===== config.mk =====
export PLATFORM = sky130hd
export DESIGN_NAME = mctp_smbus_frame_builder
export DESIGN_NICKNAME = d
export VERILOG_FILES = /design/src/msfb_pkg.sv /design/src/msfb_front.sv /design/src/msfb_queue.sv /design/src/msfb_back.sv /design/src/mctp_smbus_frame_builder.sv
export SDC_FILE = /design/constraint.sdc
export NUM_CORES = 1
export LEC_CHECK = 0
export BUFFER_PORTS_ARGS = -buffer_cell sky130_fd_sc_hd__buf_4
export CAP_MARGIN = 20
export CELL_PAD_IN_SITES_DETAIL_PLACEMENT = 1
export CELL_PAD_IN_SITES_GLOBAL_PLACEMENT = 1
export CORE_MARGIN = 10
export CORE_UTILIZATION = 45
export CTS_CLUSTER_DIAMETER = 80
export DETAILED_ROUTE_END_ITERATION = 6
export PLACE_DENSITY = 0.7
export SYNTH_ARGS = -nofsm -noshare
export SYNTH_HDL_FRONTEND = slang
export SYNTH_SLANG_ARGS = --single-unit

===== constraint.sdc =====
create_clock -name clock -period 3.5 [get_ports clock]
set_input_delay 0.525 -clock clock [delete_from_list [all_inputs] [get_ports clock]]
set_output_delay 0.525 -clock clock [all_outputs]
set_load 0.01 [all_outputs]

===== src/msfb_pkg.sv =====
package msfb_pkg;

   // Work kinds handed from the front end to the back end.
   localparam logic [1:0] KIND_HDR  = 2'd0;  // first byte of a good packet
   localparam logic [1:0] KIND_DATA = 2'd1;  // middle payload byte
   localparam logic [1:0] KIND_LAST = 2'd2;  // last payload byte, PEC follows
   localparam logic [1:0] KIND_ERR  = 2'd3;  // bad length, one error item

   // Configuration register indexes.
   localparam logic [1:0] REG_DEST = 2'd0;
   localparam logic [1:0] REG_SRC  = 2'd1;

   localparam logic [7:0] SMBUS_CMD    = 8'h0F;
   localparam logic [7:0] MIN_PKT_LEN  = 8'd5;
   localparam int         HDR_PLUS_PEC = 5;
   localparam logic [7:0] CRC_POLY     = 8'h07;

   typedef struct packed {
      logic [1:0] kind;
      logic [7:0] data;
      logic [7:0] len;
   } msfb_entry_type;

   // CRC-8, polynomial x^8+x^2+x+1, one byte folded in.
   function automatic logic [7:0] crc8_byte(input logic [7:0] crc, input logic [7:0] b);
      logic [7:0] c;
      c = crc ^ b;
      for (int i = 0; i < 8; i++) begin
         c = c[7] ? ((c << 1) ^ CRC_POLY) : (c << 1);
      end
      return c;
   endfunction

endpackage


===== src/msfb_front.sv =====
module msfb_front
   import msfb_pkg::*;
#(
   parameter int FRAME_MTU = 256
) (
   input  logic           clock,
   input  logic           reset,
   input  logic           req_tvalid,
   output logic           req_tready,
   input  logic [15:0]    req_tdata,
   input  logic           q_full,
   output logic           push,
   output msfb_entry_type entry
);

   localparam logic [7:0] PKT_MAX = 8'(FRAME_MTU - HDR_PLUS_PEC);

   logic [7:0] bytes_left_ff, bytes_left_in;
   logic       swallow_ff, swallow_in;
   logic       accept;
   logic [7:0] data_byte, packet_length;
   logic       bad_len;

   assign data_byte     = req_tdata[7:0];
   assign packet_length = req_tdata[15:8];
   assign req_tready    = !q_full;
   assign accept        = req_tvalid && req_tready;
   assign bad_len       = (packet_length < MIN_PKT_LEN) || (packet_length > PKT_MAX);

   always_comb begin
      bytes_left_in = bytes_left_ff;
      swallow_in    = swallow_ff;
      push          = 1'b0;
      entry.kind    = KIND_DATA;
      entry.data    = data_byte;
      entry.len     = packet_length;
      if (accept) begin
         priority if (bytes_left_ff == 8'd0) begin
            push = 1'b1;
            if (bad_len) begin
               entry.kind    = KIND_ERR;
               swallow_in    = packet_length > 8'd1;
               bytes_left_in = (packet_length > 8'd1) ? packet_length - 8'd1 : 8'd0;
            end else begin
               entry.kind    = KIND_HDR;
               swallow_in    = 1'b0;
               bytes_left_in = packet_length - 8'd1;
            end
         end else if (swallow_ff) begin
            // Remaining bytes of a rejected packet are dropped.
            bytes_left_in = bytes_left_ff - 8'd1;
            swallow_in    = bytes_left_ff != 8'd1;
         end else begin
            push          = 1'b1;
            entry.kind    = (bytes_left_ff == 8'd1) ? KIND_LAST : KIND_DATA;
            bytes_left_in = bytes_left_ff - 8'd1;
         end
      end
   end

   always_ff @(posedge clock) begin
      if (reset) begin
         bytes_left_ff <= 8'd0;
         swallow_ff    <= 1'b0;
      end else begin
         bytes_left_ff <= bytes_left_in;
         swallow_ff    <= swallow_in;
      end
   end

   a_swallow_has_bytes: assert property (@(posedge clock) disable iff (reset)
      swallow_ff |-> bytes_left_ff != 8'd0)
      else $error("swallowing with no bytes left");

endmodule


===== src/msfb_queue.sv =====
module msfb_queue
   import msfb_pkg::*;
(
   input  logic           clock,
   input  logic           reset,
   input  logic           push,
   input  msfb_entry_type push_entry,
   input  logic           pop,
   output logic           full,
   output logic           q_valid,
   output msfb_entry_type head
);

   localparam int DEPTH = 4;
   localparam int AW    = $clog2(DEPTH);

   msfb_entry_type mem [DEPTH];
   logic [AW-1:0]  wr_ptr_ff, wr_ptr_in, rd_ptr_ff, rd_ptr_in;
   logic [AW:0]    count_ff, count_in;
   logic           do_push, do_pop;

   assign full    = count_ff == (AW+1)'(DEPTH);
   assign q_valid = count_ff != '0;
   assign head    = mem[rd_ptr_ff];
   assign do_push = push && !full;
   assign do_pop  = pop && q_valid;

   always_comb begin
      wr_ptr_in = do_push ? wr_ptr_ff + 1'b1 : wr_ptr_ff;
      rd_ptr_in = do_pop ? rd_ptr_ff + 1'b1 : rd_ptr_ff;
      count_in  = count_ff + (AW+1)'(do_push) - (AW+1)'(do_pop);
   end

   always_ff @(posedge clock) begin
      if (do_push) begin
         mem[wr_ptr_ff] <= push_entry;
      end
   end

   always_ff @(posedge clock) begin
      if (reset) begin
         wr_ptr_ff <= '0;
         rd_ptr_ff <= '0;
         count_ff  <= '0;
      end else begin
         wr_ptr_ff <= wr_ptr_in;
         rd_ptr_ff <= rd_ptr_in;
         count_ff  <= count_in;
      end
   end

   a_no_push_full: assert property (@(posedge clock) disable iff (reset)
      !(push && full))
      else $error("push into a full queue");

   a_no_pop_empty: assert property (@(posedge clock) disable iff (reset)
      !(pop && !q_valid))
      else $error("pop from an empty queue");

   a_count_bound: assert property (@(posedge clock) disable iff (reset)
      count_ff <= (AW+1)'(DEPTH))
      else $error("queue count out of range");

endmodule


===== src/msfb_back.sv =====
module msfb_back
   import msfb_pkg::*;
(
   input  logic           clock,
   input  logic           reset,
   input  logic           q_valid,
   input  msfb_entry_type head,
   output logic           pop,
   input  logic [6:0]     dest_address,
   input  logic [6:0]     source_address,
   output logic           rsp_tvalid,
   input  logic           rsp_tready,
   output logic [7:0]     rsp_tdata,
   output logic           rsp_tlast,
   output logic [0:0]     rsp_tuser
);

   logic [2:0] step_ff, step_in;
   logic [7:0] crc_ff, crc_in;
   logic       valid_ff, valid_in;
   logic [7:0] byte_ff, byte_in;
   logic       last_ff, last_in;
   logic       err_ff, err_in;
   logic       load, last_step, crc_upd, crc_restart;

   assign load = q_valid && (!valid_ff || rsp_tready);

   always_comb begin
      byte_in     = head.data;
      last_in     = 1'b0;
      err_in      = 1'b0;
      crc_upd     = 1'b0;
      crc_restart = 1'b0;
      last_step   = 1'b1;
      unique case (head.kind)
         KIND_HDR: begin
            crc_upd     = 1'b1;
            crc_restart = step_ff == 3'd0;
            last_step   = step_ff == 3'd4;
            unique case (step_ff)
               3'd0:    byte_in = {dest_address, 1'b0};
               3'd1:    byte_in = SMBUS_CMD;
               3'd2:    byte_in = head.len + 8'd1;
               3'd3:    byte_in = {source_address, 1'b1};
               default: byte_in = head.data;
            endcase
         end
         KIND_DATA: begin
            crc_upd = 1'b1;
         end
         KIND_LAST: begin
            last_step = step_ff == 3'd1;
            if (step_ff == 3'd0) begin
               crc_upd = 1'b1;
            end else begin
               byte_in = crc_ff;
               last_in = 1'b1;
            end
         end
         KIND_ERR: begin
            byte_in = 8'd0;
            last_in = 1'b1;
            err_in  = 1'b1;
         end
         default: begin
            byte_in = head.data;
         end
      endcase
   end

   assign pop = load && last_step;

   always_comb begin
      step_in  = step_ff;
      crc_in   = crc_ff;
      valid_in = valid_ff;
      if (load) begin
         step_in  = last_step ? 3'd0 : step_ff + 3'd1;
         valid_in = 1'b1;
         if (crc_upd) begin
            crc_in = crc8_byte(crc_restart ? 8'd0 : crc_ff, byte_in);
         end
      end else if (rsp_tready) begin
         valid_in = 1'b0;
      end
   end

   always_ff @(posedge clock) begin
      if (reset) begin
         step_ff  <= 3'd0;
         crc_ff   <= 8'd0;
         valid_ff <= 1'b0;
      end else begin
         step_ff  <= step_in;
         crc_ff   <= crc_in;
         valid_ff <= valid_in;
      end
   end

   always_ff @(posedge clock) begin
      if (load) begin
         byte_ff <= byte_in;
         last_ff <= last_in;
         err_ff  <= err_in;
      end
   end

   assign rsp_tvalid   = valid_ff;
   assign rsp_tdata    = byte_ff;
   assign rsp_tlast    = last_ff;
   assign rsp_tuser[0] = err_ff;

   a_err_is_last: assert property (@(posedge clock) disable iff (reset)
      (valid_ff && err_ff) |-> (last_ff && byte_ff == 8'd0))
      else $error("error item not marked last or not zero");

endmodule


===== src/mctp_smbus_frame_builder.sv =====
// Channel  | Direction | Ports               | Contents
// ---------+-----------+---------------------+--------------------------------------------
// req      | in        | req_tvalid/tready   | tdata[7:0] data_byte, [15:8] packet_length
// rsp      | out       | rsp_tvalid/tready   | tdata out_byte, tlast frame_last,
//          |           |                     | tuser[0] length_error
// csr      | in        | csr_we/index/wdata  | 0 dest_address, 1 source_address
//
// Each input item is classified by the front end in its accept cycle and queued
// (four entries) for the back end, which emits one output item per cycle unless rsp stalls.
// A packet's first byte yields five output items (four header bytes and the byte),
// middle bytes one, the last byte two (byte and PEC), a bad length one error item.
// Input throughput is set by the back end; input stalls whenever the queue is full,
// as after a header burst or an output stall. Items pass the queue, then the output register.
// Reset is synchronous, active high; it empties the queue and loads the address defaults.
// Either side may stall independently; the output register holds its item until taken.
module mctp_smbus_frame_builder
   import msfb_pkg::*;
#(
   parameter int FRAME_MTU = 256
) (
   input  logic        clock,
   input  logic        reset,
   // Input stream: [7:0] data_byte, [15:8] packet_length.
   input  logic        req_tvalid,
   output logic        req_tready,
   input  logic [15:0] req_tdata,
   // Output stream: tdata [7:0] out_byte; tuser [0] length_error.
   output logic        rsp_tvalid,
   input  logic        rsp_tready,
   output logic [7:0]  rsp_tdata,
   output logic        rsp_tlast,
   output logic [0:0]  rsp_tuser,
   // Configuration writes.
   input  logic        csr_we,
   input  logic [1:0]  csr_index,
   input  logic [6:0]  csr_wdata
);

   logic [6:0]     dest_ff, dest_in;
   logic [6:0]     src_ff, src_in;
   logic           push, pop, q_full, q_valid;
   msfb_entry_type push_entry, head;

   // Address registers; indexes beyond the register list are ignored.
   always_comb begin
      dest_in = dest_ff;
      src_in  = src_ff;
      if (csr_we) begin
         if (csr_index == REG_DEST) begin
            dest_in = csr_wdata;
         end
         if (csr_index == REG_SRC) begin
            src_in = csr_wdata;
         end
      end
   end

   always_ff @(posedge clock) begin
      if (reset) begin
         dest_ff <= 7'd68;
         src_ff  <= 7'd65;
      end else begin
         dest_ff <= dest_in;
         src_ff  <= src_in;
      end
   end

   // Front end: tracks packet position and classifies each byte.
   msfb_front #(
      .FRAME_MTU(FRAME_MTU)
   ) u_front (
      .clock      (clock),
      .reset      (reset),
      .req_tvalid (req_tvalid),
      .req_tready (req_tready),
      .req_tdata  (req_tdata),
      .q_full     (q_full),
      .push       (push),
      .entry      (push_entry)
   );

   msfb_queue u_queue (
      .clock      (clock),
      .reset      (reset),
      .push       (push),
      .push_entry (push_entry),
      .pop        (pop),
      .full       (q_full),
      .q_valid    (q_valid),
      .head       (head)
   );

   // Back end: expands each queued entry into frame bytes and keeps the PEC.
   msfb_back u_back (
      .clock          (clock),
      .reset          (reset),
      .q_valid        (q_valid),
      .head           (head),
      .pop            (pop),
      .dest_address   (dest_ff),
      .source_address (src_ff),
      .rsp_tvalid     (rsp_tvalid),
      .rsp_tready     (rsp_tready),
      .rsp_tdata      (rsp_tdata),
      .rsp_tlast      (rsp_tlast),
      .rsp_tuser      (rsp_tuser)
   );

endmodule

==> results.sh <==
export IMPL_status="completed"
export IMPL_synth_largest_area_cell="edfxtp_1"
export IMPL_overflow=0
export IMPL_drt_wl_total_um=15500
export IMPL_placedCellCount=733
export IMPL_nets=620
export IMPL_ys_flop_type="edfxtp_1"
export IMPL_cap_violations=0
export IMPL_clkLatencyLatePin_ns=0.42
export IMPL_drt_iter0_drc=248
export IMPL_synthCells=522
export IMPL_syn_area_um2=6300
export IMPL_syn_nets=570
export IMPL_gp_congestion=0.848
export IMPL_root_buffer="clkbuf_16"
export IMPL_critPathBufInv=1
export IMPL_numPortBuffers=41
export IMPL_cp_end_kind="register"
export IMPL_leakagePower_nw=2.71
export IMPL_powerDensity_nw_per_um2=971
export IMPL_fin_crit_sh_pct=93.8
export IMPL_vdd_drop_max_mv=0.569
export IMPL_setup_tns_ns=0
export IMPL_ys_types=75
export IMPL_fin_skew_ns=0.00901
export IMPL_core_area_um2=13800
export IMPL_drc=0
export IMPL_clock_fmax_ghz=0.305
export IMPL_fp_dieH_um=138
export IMPL_dp_hpwl_um=10900
export IMPL_via_per_inst=5.55
export IMPL_slew_viol_final=0
export IMPL_grt_start_max_net_pins=37
export IMPL_cp_cell_sequence="buf_12 -> mux4_2 -> ha_1 -> xor2_1 -> a21oi_1 -> o31a_1 -> o22ai_1 -> xnor2_1 -> xnor3_1 -> nand4_1 -> o221ai_1"
export IMPL_clk_pin_slew_worst_paths_ns=0.06
export IMPL_seq_area_um2=3340
export IMPL_maxSlewHeadroom_pct=50.6
export IMPL_setup_viol=0
export IMPL_ys_ff_latch=126
export IMPL_cts_resized=0
export IMPL_tightest_slew_ns=0.741
export IMPL_crit_path_max_fanout=16
export IMPL_num_io_pins=42
export IMPL_numCtsBuffers=17
export IMPL_cts_max_level=4
export IMPL_synth_area_leaders="edfxtp_1 39%, dfxtp_1 14%, mux4_2 6.1%"
export IMPL_post_route_cell_area_um2=7410
export IMPL_area_growth_syn_to_layout_pct=17.6
export IMPL_placedInstanceArea_um2=6810
export IMPL_final_cells=765
export IMPL_critical_path_arrival_ns=3.56
export IMPL_timing_final_hold_violations=0
export IMPL_fillers=1466
export IMPL_cts_tree="built"
export IMPL_criticalPathCategory="register to register"
export IMPL_ctsHoldBuffers=0
export IMPL_drive_above_1_share_pct=22.7
export IMPL_whs_ns=0.305
export IMPL_wl_per_cell_um=20.3
export IMPL_firstDrtPassIters=4
export IMPL_multi_input_area_um2=2730
export IMPL_synth_edf_count=82
export IMPL_grt_usage_pct=16.4
export IMPL_period_needed_ns=3.28
export IMPL_rsz0062_at_grt="false"
export IMPL_clockBufferDepth=2
export IMPL_yosysSeqAreaShare_pct=53.1
export IMPL_fin_util_pct=53.8
export IMPL_ys_warn_count=0
export IMPL_std_cell_rows=43
export IMPL_grt_pass1_vias=4585
export IMPL_cp_required_ns=3.78
export IMPL_antenna_found_initial=0
export IMPL_cp_slowest_cell="mux4_2"
export IMPL_startpoint_type="register"
export IMPL_post_cts_setup_buffers=0
export IMPL_grt_pass1_wl_um=25200
export IMPL_route_antenna_remaining_nets=0
export IMPL_netlist_area_leader_share_pct=39.1
export IMPL_dr_total_vias=4248
export IMPL_die_w_um=138
export IMPL_cp_slowest_stage_delay_ns=0.56
export IMPL_r2r_slack_ns=0.22
export IMPL_start_util_pct=45.7
export IMPL_cts_sinks=126
export IMPL_die_area_um2=19100
export IMPL_antenna_cells=0
export IMPL_critPathTopFamily="compound AO/OA/AOI/OAI gates"
export IMPL_synth_area_per_cell_um2=12.1
export IMPL_hold_path_class="input pin to register"
export IMPL_synthArstFlopShare_pct=0
final cells by class:
type | count | share of cell area (%)
inverter | 20 | 1.01
clock inverter | 15 | 2.35
tap | 180 | 3.04
sequential | 126 | 45.1
multi-input combinational | 350 | 36.8
clock buffer | 17 | 5.74
timing repair buffer | 57 | 5.94
cell families after synthesis:
kind of cell    count (synthesis)  share of synthesized area (%)
buf+inv                        46                           3.71
simple gates                  163                           12.9
xor+xnor                       35                           5.74
mux                            40                           10.2
compound gates                 93                           10.5
fa+ha+maj                      19                           3.85
flops                         126                           53.1
registers in the layout (all words and copies together) (netlist names), named ones only:
name,count
u_back.step_ff,3
dest_ff,7
u_queue.rd_ptr_ff,2
u_back.rsp_tvalid,1
u_back.rsp_tuser,1
u_queue.mem,72
u_back.rsp_tlast,1
u_queue.count_ff,3
u_front.swallow_ff,1
u_back.crc_ff,8
u_front.bytes_left_ff,8
u_back.rsp_tdata,8
u_queue.wr_ptr_ff,2
src_ff,7
cell usage after synthesis, drive strengths merged, types with 9 or more instances:
| master | number |
|---|---|
| xnor2 | 26 |
| nand2 | 51 |
| inv | 20 |
| buf | 14 |
| mux4 | 18 |
| edfxtp | 82 |
| dfxtp | 44 |
| clkbuf | 12 |
| ha | 17 |
| nor2 | 47 |
| and2 | 10 |
| o21ai | 23 |
| nand3 | 11 |
| mux2i | 20 |
| a211oi | 9 |
| a21oi | 20 |
path summary, 6_finish.rpt:
path | start | end | cells after the start
worst min register to register | u_front.bytes_left_ff[7] | u_front.bytes_left_ff[7] | 2
worst max-delay path | register | u_back.crc_ff[3] | 11
worst min-delay path | req_tdata[0] | u_queue.mem[1][8] | 1
worst max register to register | register | u_back.crc_ff[3] | 11
cells in the final DEF, fill, tap and decap left out, types with 3 or more instances in the layout:
cell       synthesis  layout
nor3b_1            3       3
o22ai_1            5       5
a21oi_1           19      18
nand2_1           50      50
nand2b_1           6       6
nand3_1           10      10
nor4_1             5       5
buf_4              1      56
o21ai_0           18      18
a22oi_1            4       4
nor3_1             6       6
nand4_1            3       3
o221ai_1           5       5
inv_1             20      20
nor2_1            47      47
o31ai_1            3       3
inv_6              0       4
dfxtp_1           44      44
nor2b_1            5       5
mux4_2            17      17
xor2_1             8       8
a211oi_1           8       8
edfxtp_1          82      82
a22o_1             3       3
mux2i_1           19      19
o21ai_2            3       3
xnor2_1           22      22
or3_1              4       4
ha_1              17      17
clkbuf_16          0      17
xnor2_2            3       3
inv_8              0       4
and2_1             9       9
per-layer routing:
metal | track usage [%] | vias up | part of all wire (%) | wire [um]
li1 | - | 2015 | - | -
met1 | 19.0 | 2159 | 42 | 6580
met2 | 28.9 | 57 | 53 | 8280
met3 | 3.63 | 17 | 2.9 | 447
met4 | 5.83 | 0 | 1.5 | 235
met5 | 0 | - | 0 | 0
report_power, final:
part / total [W] / internal (W) / switching (W) / leakage [nW]
Combinational: 0.00329 / 0.00142 / 0.00187 / 1.30
Clock: 0.00180 / 0.00107 / 0.000728 / 0.294
Sequential: 0.00211 / 0.00193 / 0.000174 / 1.12
Total: 0.00719 / 0.00442 / 0.00277 / 2.71
stage by stage:
| stage | setup WS (ns) | total power [W] |
|---|---|---|
| floorplan | 0.653 | 0.00458 |
| global placement | 0.340 | 0.00529 |
| detailed placement | 0.304 | 0.00540 |
| CTS | 0.206 | 0.00724 |
| global route | 0.00967 | 0.00763 |
| finish | 0.218 | 0.00719 |
Note: power is estimated with default switching activity, not from simulation.
